### src/rtl/mfr_pkg.sv
// Shared types and constants for the monochrome frame store line rasterizer.
// Holds command, status and memory-operation codes plus the request struct.
// No dependencies.
`default_nettype none

package mfr_pkg;

  localparam int CMD_W    = 3;
  localparam int COORD_W  = 8;
  localparam int RADDR_W  = 10;
  localparam int STATUS_W = 2;
  localparam int BYTE_W   = 8;

  localparam logic [CMD_W-1:0] CMD_PLOT   = 3'd0;
  localparam logic [CMD_W-1:0] CMD_LINE   = 3'd1;
  localparam logic [CMD_W-1:0] CMD_FILL   = 3'd2;
  localparam logic [CMD_W-1:0] CMD_INVERT = 3'd3;
  localparam logic [CMD_W-1:0] CMD_READ   = 3'd4;

  localparam logic [STATUS_W-1:0] STS_OK      = 2'd0;
  localparam logic [STATUS_W-1:0] STS_INVALID = 2'd1;
  localparam logic [STATUS_W-1:0] STS_NOINIT  = 2'd2;

  localparam logic [BYTE_W-1:0] BYTE_ONES  = 8'hFF;
  localparam logic [BYTE_W-1:0] BYTE_ZEROS = 8'h00;
  localparam logic [2:0]        ROW_MASK   = 3'h7;

  typedef enum logic [2:0] {
    OP_SET  = 3'd0,
    OP_CLR  = 3'd1,
    OP_INV  = 3'd2,
    OP_FILL = 3'd3,
    OP_READ = 3'd4
  } mfr_op_t;

  typedef struct packed {
    logic              valid;
    mfr_op_t           op;
    logic [BYTE_W-1:0] mask;
  } mfr_req_t;

endpackage

`default_nettype wire

### src/rtl/mfr_line.sv
// Clamped Bresenham pixel stepper: one pixel position per advance.
// Depends on mfr_pkg for coordinate width.
`default_nettype none

module mfr_line #(
  parameter int SCREEN_WIDTH  = 128,
  parameter int SCREEN_HEIGHT = 64
) (
  input  wire logic                        clk,
  input  wire logic                        rst_n,
  input  wire logic                        load,
  input  wire logic                        adv,
  input  wire logic [mfr_pkg::COORD_W-1:0] x0_i,
  input  wire logic [mfr_pkg::COORD_W-1:0] y0_i,
  input  wire logic [mfr_pkg::COORD_W-1:0] x1_i,
  input  wire logic [mfr_pkg::COORD_W-1:0] y1_i,
  output logic      [mfr_pkg::COORD_W-1:0] pix_x_o,
  output logic      [mfr_pkg::COORD_W-1:0] pix_y_o,
  output logic                             last_o
);
  import mfr_pkg::*;

  localparam int ERR_W = 11;
  localparam logic [COORD_W:0]   W_LIM = (COORD_W+1)'(SCREEN_WIDTH);
  localparam logic [COORD_W:0]   H_LIM = (COORD_W+1)'(SCREEN_HEIGHT);
  localparam logic [COORD_W-1:0] W_MAX = COORD_W'(SCREEN_WIDTH - 1);
  localparam logic [COORD_W-1:0] H_MAX = COORD_W'(SCREEN_HEIGHT - 1);

  logic [COORD_W-1:0]      x0c, y0c, x1c, y1c, dx_n, dy_n;
  logic [COORD_W:0]        dy_p1, dxdy;
  logic signed [ERR_W-1:0] err_n, err_nxt, dx_s, dy_s;
  logic                    mv_x, mv_y;

  logic [COORD_W-1:0]      x_r, y_r, x1_r, y1_r, dx_r, dy_r;
  logic                    sx_r, sy_r;
  logic signed [ERR_W-1:0] err_r;
  logic [COORD_W:0]        steps_r;

  assign x0c = ({1'b0, x0_i} >= W_LIM) ? W_MAX : x0_i;
  assign x1c = ({1'b0, x1_i} >= W_LIM) ? W_MAX : x1_i;
  assign y0c = ({1'b0, y0_i} >= H_LIM) ? H_MAX : y0_i;
  assign y1c = ({1'b0, y1_i} >= H_LIM) ? H_MAX : y1_i;

  assign dx_n  = (x0c < x1c) ? (x1c - x0c) : (x0c - x1c);
  assign dy_n  = (y0c < y1c) ? (y1c - y0c) : (y0c - y1c);
  assign dy_p1 = {1'b0, dy_n} + (COORD_W+1)'(1);
  assign err_n = (dx_n > dy_n) ?
                 signed'({{(ERR_W-COORD_W+1){1'b0}}, dx_n[COORD_W-1:1]}) :
                 -signed'({{(ERR_W-COORD_W){1'b0}}, dy_p1[COORD_W:1]});

  assign dx_s    = signed'({{(ERR_W-COORD_W){1'b0}}, dx_r});
  assign dy_s    = signed'({{(ERR_W-COORD_W){1'b0}}, dy_r});
  assign mv_x    = err_r > -dx_s;
  assign mv_y    = err_r < dy_s;
  assign err_nxt = err_r - (mv_x ? dy_s : '0) + (mv_y ? dx_s : '0);
  assign dxdy    = {1'b0, dx_r} + {1'b0, dy_r};

  assign last_o  = ((x_r == x1_r) && (y_r == y1_r)) || (steps_r == dxdy);
  assign pix_x_o = x_r;
  assign pix_y_o = y_r;

  always_ff @(posedge clk) begin
    if (!rst_n) begin
      steps_r <= '0;
    end else if (load) begin
      steps_r <= '0;
    end else if (adv) begin
      steps_r <= steps_r + (COORD_W+1)'(1);
    end
  end

  always_ff @(posedge clk) begin
    if (load) begin
      x_r   <= x0c;
      y_r   <= y0c;
      x1_r  <= x1c;
      y1_r  <= y1c;
      dx_r  <= dx_n;
      dy_r  <= dy_n;
      sx_r  <= x0c < x1c;
      sy_r  <= y0c < y1c;
      err_r <= err_n;
    end else if (adv) begin
      err_r <= err_nxt;
      if (mv_x) begin
        x_r <= sx_r ? x_r + COORD_W'(1) : x_r - COORD_W'(1);
      end
      if (mv_y) begin
        y_r <= sy_r ? y_r + COORD_W'(1) : y_r - COORD_W'(1);
      end
    end
  end

endmodule

`default_nettype wire

### config.mk
export PLATFORM = sky130hd
export DESIGN_NAME = mfr_line
export DESIGN_NICKNAME = d
export VERILOG_FILES = /design/src/rtl/mfr_pkg.sv /design/src/rtl/mfr_line.sv
export SDC_FILE = /design/constraint.sdc
export NUM_CORES = 1
export LEC_CHECK = 0
export BUFFER_PORTS_ARGS = -buffer_cell sky130_fd_sc_hd__buf_2
export CAP_MARGIN = 20
export CELL_PAD_IN_SITES_DETAIL_PLACEMENT = 0
export CELL_PAD_IN_SITES_GLOBAL_PLACEMENT = 1
export CORE_UTILIZATION = 40
export CTS_CLUSTER_SIZE = 14
export DETAILED_ROUTE_END_ITERATION = 7
export MAX_ROUTING_LAYER = met4
export PLACE_DENSITY = 0.71
export RECOVER_POWER = 100
export SLEW_MARGIN = 10
export SYNTH_ARGS = -nofsm -noshare
export SYNTH_HDL_FRONTEND = slang
export SYNTH_SLANG_ARGS = --single-unit
export TNS_END_PERCENT = 20
### constraint.sdc
create_clock -name clk -period 9.7 [get_ports clk]
set_input_delay 0.485 -clock clk [delete_from_list [all_inputs] [get_ports clk]]
set_output_delay 0.485 -clock clk [all_outputs]
set_load 0.01 [all_outputs]
# After elaboration in Yosys (flattened, before gate mapping)

Cells that the tools add are included.

$add $sub $neg: 15
$lt $le $gt $ge: 9
Equality and inequality tests: 3
Multiplexer cells: 19
Bitwise logic cells: 1
Reduce and logical (&&, ||, !) cells: 8

Operators with widths:

| kind                                                                   | count |
|---|---|
| 8-bit two-way mux                                                      | 16 |
| 11-bit two-way mux                                                     | 3 |
| 8-bit subtractor                                                       | 4 |
| 8-bit negator with 11-bit output                                       | 2 |
| 8-bit by 1-bit adder with 8-bit output (second input constant)         | 2 |
| 8-bit == test                                                          | 2 |
| 8-bit by 7-bit >= comparator with 1-bit output (second input constant) | 2 |
| 8-bit >= comparator (second input constant)                            | 2 |
| 8-bit < comparator                                                     | 2 |
| 8-bit by 1-bit subtractor with 8-bit output (second input constant)    | 2 |
| 11-bit by 8-bit adder with 11-bit output                               | 1 |
| 11-bit greater-than comparator                                         | 1 |
| 11-bit by 9-bit < comparator with 1-bit output                         | 1 |
| 11-bit by 8-bit subtractor with 11-bit output                          | 1 |
| 8-bit by 1-bit adder with 9-bit output (second input constant)         | 1 |
| 8-bit by 8-bit adder with 9-bit output                                 | 1 |
| 9-bit by 1-bit adder with 9-bit output (second input constant)         | 1 |
| 9-bit == test                                                          | 1 |
| 8-bit greater-than comparator                                          | 1 |
| 2-bit nonzero test                                                     | 3 |
| 2-bit AND reduction                                                    | 2 |
| 2-bit OR reduction                                                     | 1 |
| 1-bit logical AND                                                      | 1 |
| 1-bit logical OR                                                       | 1 |
| 1-bit NOT                                                              | 1 |

Flip-flop bits (word level): 70
Bits of input ports: 36
Output and inout port bits: 17
Word-level logic and storage cells: 65

# Depth between registers and ports, before layout

Word-level depth: 8
Depth in mapped cells: 26
Gate-level depth less buffers: 26

# Worst setup path after synthesis

No wires, ideal clock.

Path type: reg-to-reg
From: register dx_r[1]
To: register err_r[10] (data pin)
Library setup time: 0.272 ns
Data arrival time: 5.041 ns
Required time: 9.428 ns
Path slack: 4.387 ns
Cell stages (with the launch flop): 26
Buffers on the path: 0
Path through: edfxtp_1 inv_1 ha_1 inv_1 ha_1 nor2b_1 o21a_1 o21a_1 o21a_1 o21a_1 o21ai_0 a21oi_1 o31ai_1 a211oi_1 fa_1 inv_1 fa_1 a21o_1 a21oi_1 o21bai_1 a21oi_1 o21bai_1 a21oi_1 o21ai_0 xor2_1 o21ai_1

Cells in the longest elaborated chain, start to end: 7

Ends and longest elaborated chain:

| element                                       | RTL line       | RTL |
|---|---|---|
| start: declaration                            | mfr_line.sv:34 | `logic [COORD_W-1:0] x_r, y_r, x1_r, y1_r, dx_r, dy_r;` |
| start signal: assignment                      | mfr_line.sv:78 | `dx_r <= dx_n;` |
| 8-bit negator with 11-bit output              | mfr_line.sv:53 | `assign mv_x = err_r > -dx_s;` |
| 11-bit greater-than comparator                | mfr_line.sv:53 |  |
| 8-bit two-way mux                             | mfr_line.sv:55 | `assign err_nxt = err_r - (mv_x ? dy_s : '0) + (mv_y ? dx_s : '0);` |
| 11-bit by 8-bit subtractor with 11-bit output | mfr_line.sv:55 |  |
| 11-bit by 8-bit adder with 11-bit output *    | mfr_line.sv:55 |  |
| 11-bit two-way mux *                          | mfr_line.sv:83 | `end else if (adv) begin` |
| 11-bit two-way mux *                          | mfr_line.sv:73 | `if (load) begin` |
| end signal: assignment                        | mfr_line.sv:82 | `err_r <= err_n;` |
| end signal: assignment                        | mfr_line.sv:84 | `err_r <= err_nxt;` |
| end: declaration                              | mfr_line.sv:36 | `logic signed [ERR_W-1:0] err_r;` |

Every way passes the cells marked *; elsewhere a longest branch is shown, timed or not. The select of a mux whose other input is x is not followed.
A chain may end at the register's enable or synchronous reset.

# Worst setup path in the final report

From: register dx_r[0]
To: register err_r[9] (data pin)

Same word-level chain as after synthesis.

==> qor.yml <==
run_status:
  status: "complete, but fails checks"
  violations: "max-capacitance violations, max-slew violations"
sta:
  worstMarginPinSlew_ns: 1.990
  fin_crit_sh: 0.6173
  slew-limit-headroom: -0.3267
  fin_crit_ns: 5.988
  finalWorstSetupSlack_ns: 3.712
  max_freq_ghz: 0.1670
  report.final.slew_viol_count: 75
  setup_violations: 0
  finalHoldViolations: 0
  finClkSkew_ns: 0.005922
  tns_ns: 0
  grt_setup_unrepaired: "false"
layout:
  design_area_mm2: 0.007757
  finalNetCount: 961
  layout-drive-gt1-share: 0.08019
  num_antenna_cells: 0
  syn_to_final_growth_pct: 10.97
yosys:
  syn_inst: 754
  synth_async_sr_flop_share: 0
  ys_types: 72
  synthFlopType: "edfxtp_1"
  ys.warnings.count: 0
  ys_seq_area_frac: 0.2878
  synth_area_mm2: 0.006990
  ys_seq_elements: 70
  avgSynthCellArea_um2: 9.271
  synth_edf_count: 61
job:
  cap_violations: 2
hold_path:
  min_path_type: "in2reg"
route:
  wl_um: 17220
  wl_per_cell_um: 16.51
  ant_nets: 0
  viasPerCell: 5.272
  drc_errors: 0
  vias: 5499
  first_iter_violations: 251
  drt_pass1_iterations: 4
floorplan:
  die_area_mm2: 0.01801
  fp.dieH_um: 134.2
  dieWidth_um: 134.2
  core.rowCount: 47
  start_util: 0.4156
  io_pins: 53
  coreArea_mm2: 0.01682
power:
  peakVddDrop_mv: 0.1314
  p_leak_nw: 3.505
  p_per_area_mw_per_mm2: 287.4
setup_path:
  critPathArrivalTime_ns: 6.00
  critical_path_class: "reg2reg"
  cp_slowest_cell: "o31ai_1"
  end_kind: "flop"
  critPathLaunchType: "flop"
  worstPathMaxFanout: 8
  worst-path-buf-inv: 3
  slowest_delay_ns: 0.82
  crit_family: "compound AO/OA/AOI/OAI gates"
  cp_data_required_time_ns: 9.72
clock_network:
  cts_tree: "done"
  cts_buffer_depth: 2
  post-cts-setup-buffers: 0
  clk_latency_ns: 0.34
  cts_resized: 0
  ctsRootBufferMaster: "clkbuf_16"
  cts_made_buffers: 9
  clkTransAtPathRegs_ns: 0.06
  htreeDepth: 3
  clock-sinks: 70
  ctsHoldBuffers: 0
place:
  place_area_mm2: 0.007531
  place_ws_ns: 3.832
  place_hpwl_um: 14220
  port_buffers: 52
  place.gp.congestion: 0.8697
global_routing:
  grt_start_max_net_pins: 40
  antenna_found_initial: 0
  grt_usage: 0.2087
  grt.overflow.total: 0
  grt_pass1_wl_um: 28370
  grt_pass1_vias: 5564
worst paths after layout:
kind | slack, ns | depth (start not counted) | end | startpoint
max | 3.71 | 25 | err_r[9]$_DFFE_PP_ | dx_r[0]$_DFFE_PP_
min reg2reg | 0.54 | 2 | steps_r[7]$_SDFFE_PP0P_ | steps_r[7]$_SDFFE_PP0P_
min | 0.46 | 2 | x1_r[5]$_DFFE_PP_ | x1_i[5]
max reg2reg | 3.71 | 25 | err_r[9]$_DFFE_PP_ | dx_r[0]$_DFFE_PP_
state kept, by name, summed over array words and instances (netlist names), 8 cells and up:
name	count
err_r	11
steps_r	9
dx_r	8
dy_r	8
pix_x_o	8
pix_y_o	8
x1_r	8
y1_r	8
per-stage QoR:
stage	std cells	utilization	power, mW	hold WS, ns
final	1043	0.4612	2.229	0.4558
after CTS	1043	0.4651	2.260	0.4369
after global placement	1027	0.4478	1.891	0.5101
after floorplan	763	-	1.589	0.4791
after global routing	1043	0.4612	2.459	0.4440
after detailed placement	1027	0.4478	1.909	0.5346
cell families (layout without fill, tap and decap cells):
| group | count (synthesis) | after routing | synth area share |
|---|---|---|---|
| DFF | 70 | 70 | 0.2878 |
| other | 2 | 11 | 0.001074 |
| muxes | 18 | 18 | 0.02667 |
| AOI/OAI and AO/OA | 172 | 172 | 0.1657 |
| buffers and inverters | 112 | 172 | 0.06157 |
| and+or+nand+nor | 188 | 188 | 0.1400 |
| xor gates and xnor gates | 85 | 85 | 0.1095 |
| adders and majority gates | 107 | 107 | 0.2076 |
metal layers:
layer	global-route usage	vias to the layer above	wire [um]
met5	-	-	0
met3	0.02268	16	593
met1	0.2696	2618	8071
li1	-	2767	-
met4	0.05868	0	268
met2	0.3457	98	8285
synthesized netlist by cell type, types with 7 or more instances:
cell type	n	area, um^2
a211oi_1	10	75.07
o21bai_1	10	75.07
clkbuf_1	7	26.28
nand4_1	10	62.56
dfxtp_1	9	180.2
a21o_1	22	165.2
ha_1	92	1151
or3_1	13	81.33
o21a_1	8	60.06
mux2i_1	15	150.1
a21oi_1	52	260.3
xor2_1	21	183.9
fa_1	15	300.3
edfxtp_1	61	1832
o21ai_0	22	110.1
xnor2_1	62	543.0
nand2_1	37	138.9
inv_1	100	375.4
nand2b_1	7	43.79
nor2b_1	12	75.07
nor3_1	7	35.03
and2_1	8	50.05
or2_2	13	81.33
nand3_1	10	50.05
nor2_1	47	176.4
power by group:
part	leakage, nW	switching (mW)	total [mW]	internal, mW
Sequential	0.676	0.0928	0.541	0.448
Combinational	2.69	0.744	1.36	0.614
Clock	0.136	0.130	0.330	0.200
cell type report:
type,count,area [um^2]
Tap cell,220,275.3
Clock buffer,11,232.7
Clock inverter,5,58.81
Timing Repair Buffer,55,244.0
Fill cell,1680,9061
Sequential cell,70,2012
Inverter,101,379.1
Multi-Input combinational cell,581,4556
cells in the final DEF, fill, tap and decap left out, types with 7 or more instances in the layout:
| cell type | instances |
|---|---|
| clkbuf_1 | 27 |
| nor2b_1 | 12 |
| nand3_1 | 10 |
| o21ai_0 | 24 |
| nor3_1 | 7 |
| xor2_1 | 21 |
| nand4_1 | 10 |
| conb_1 | 11 |
| ha_1 | 92 |
| nand2b_1 | 7 |
| dfxtp_1 | 9 |
| a21oi_1 | 53 |
| clkbuf_16 | 9 |
| buf_2 | 30 |
| a21o_1 | 22 |
| nor2_1 | 48 |
| inv_1 | 100 |
| or2_2 | 12 |
| fa_1 | 15 |
| o21a_1 | 8 |
| mux2i_1 | 15 |
| xnor2_1 | 63 |
| a211oi_1 | 10 |
| o21bai_1 | 10 |
| edfxtp_1 | 61 |
| or3_1 | 13 |
| nand2_1 | 37 |
Power figures use the tool's default switching activity.
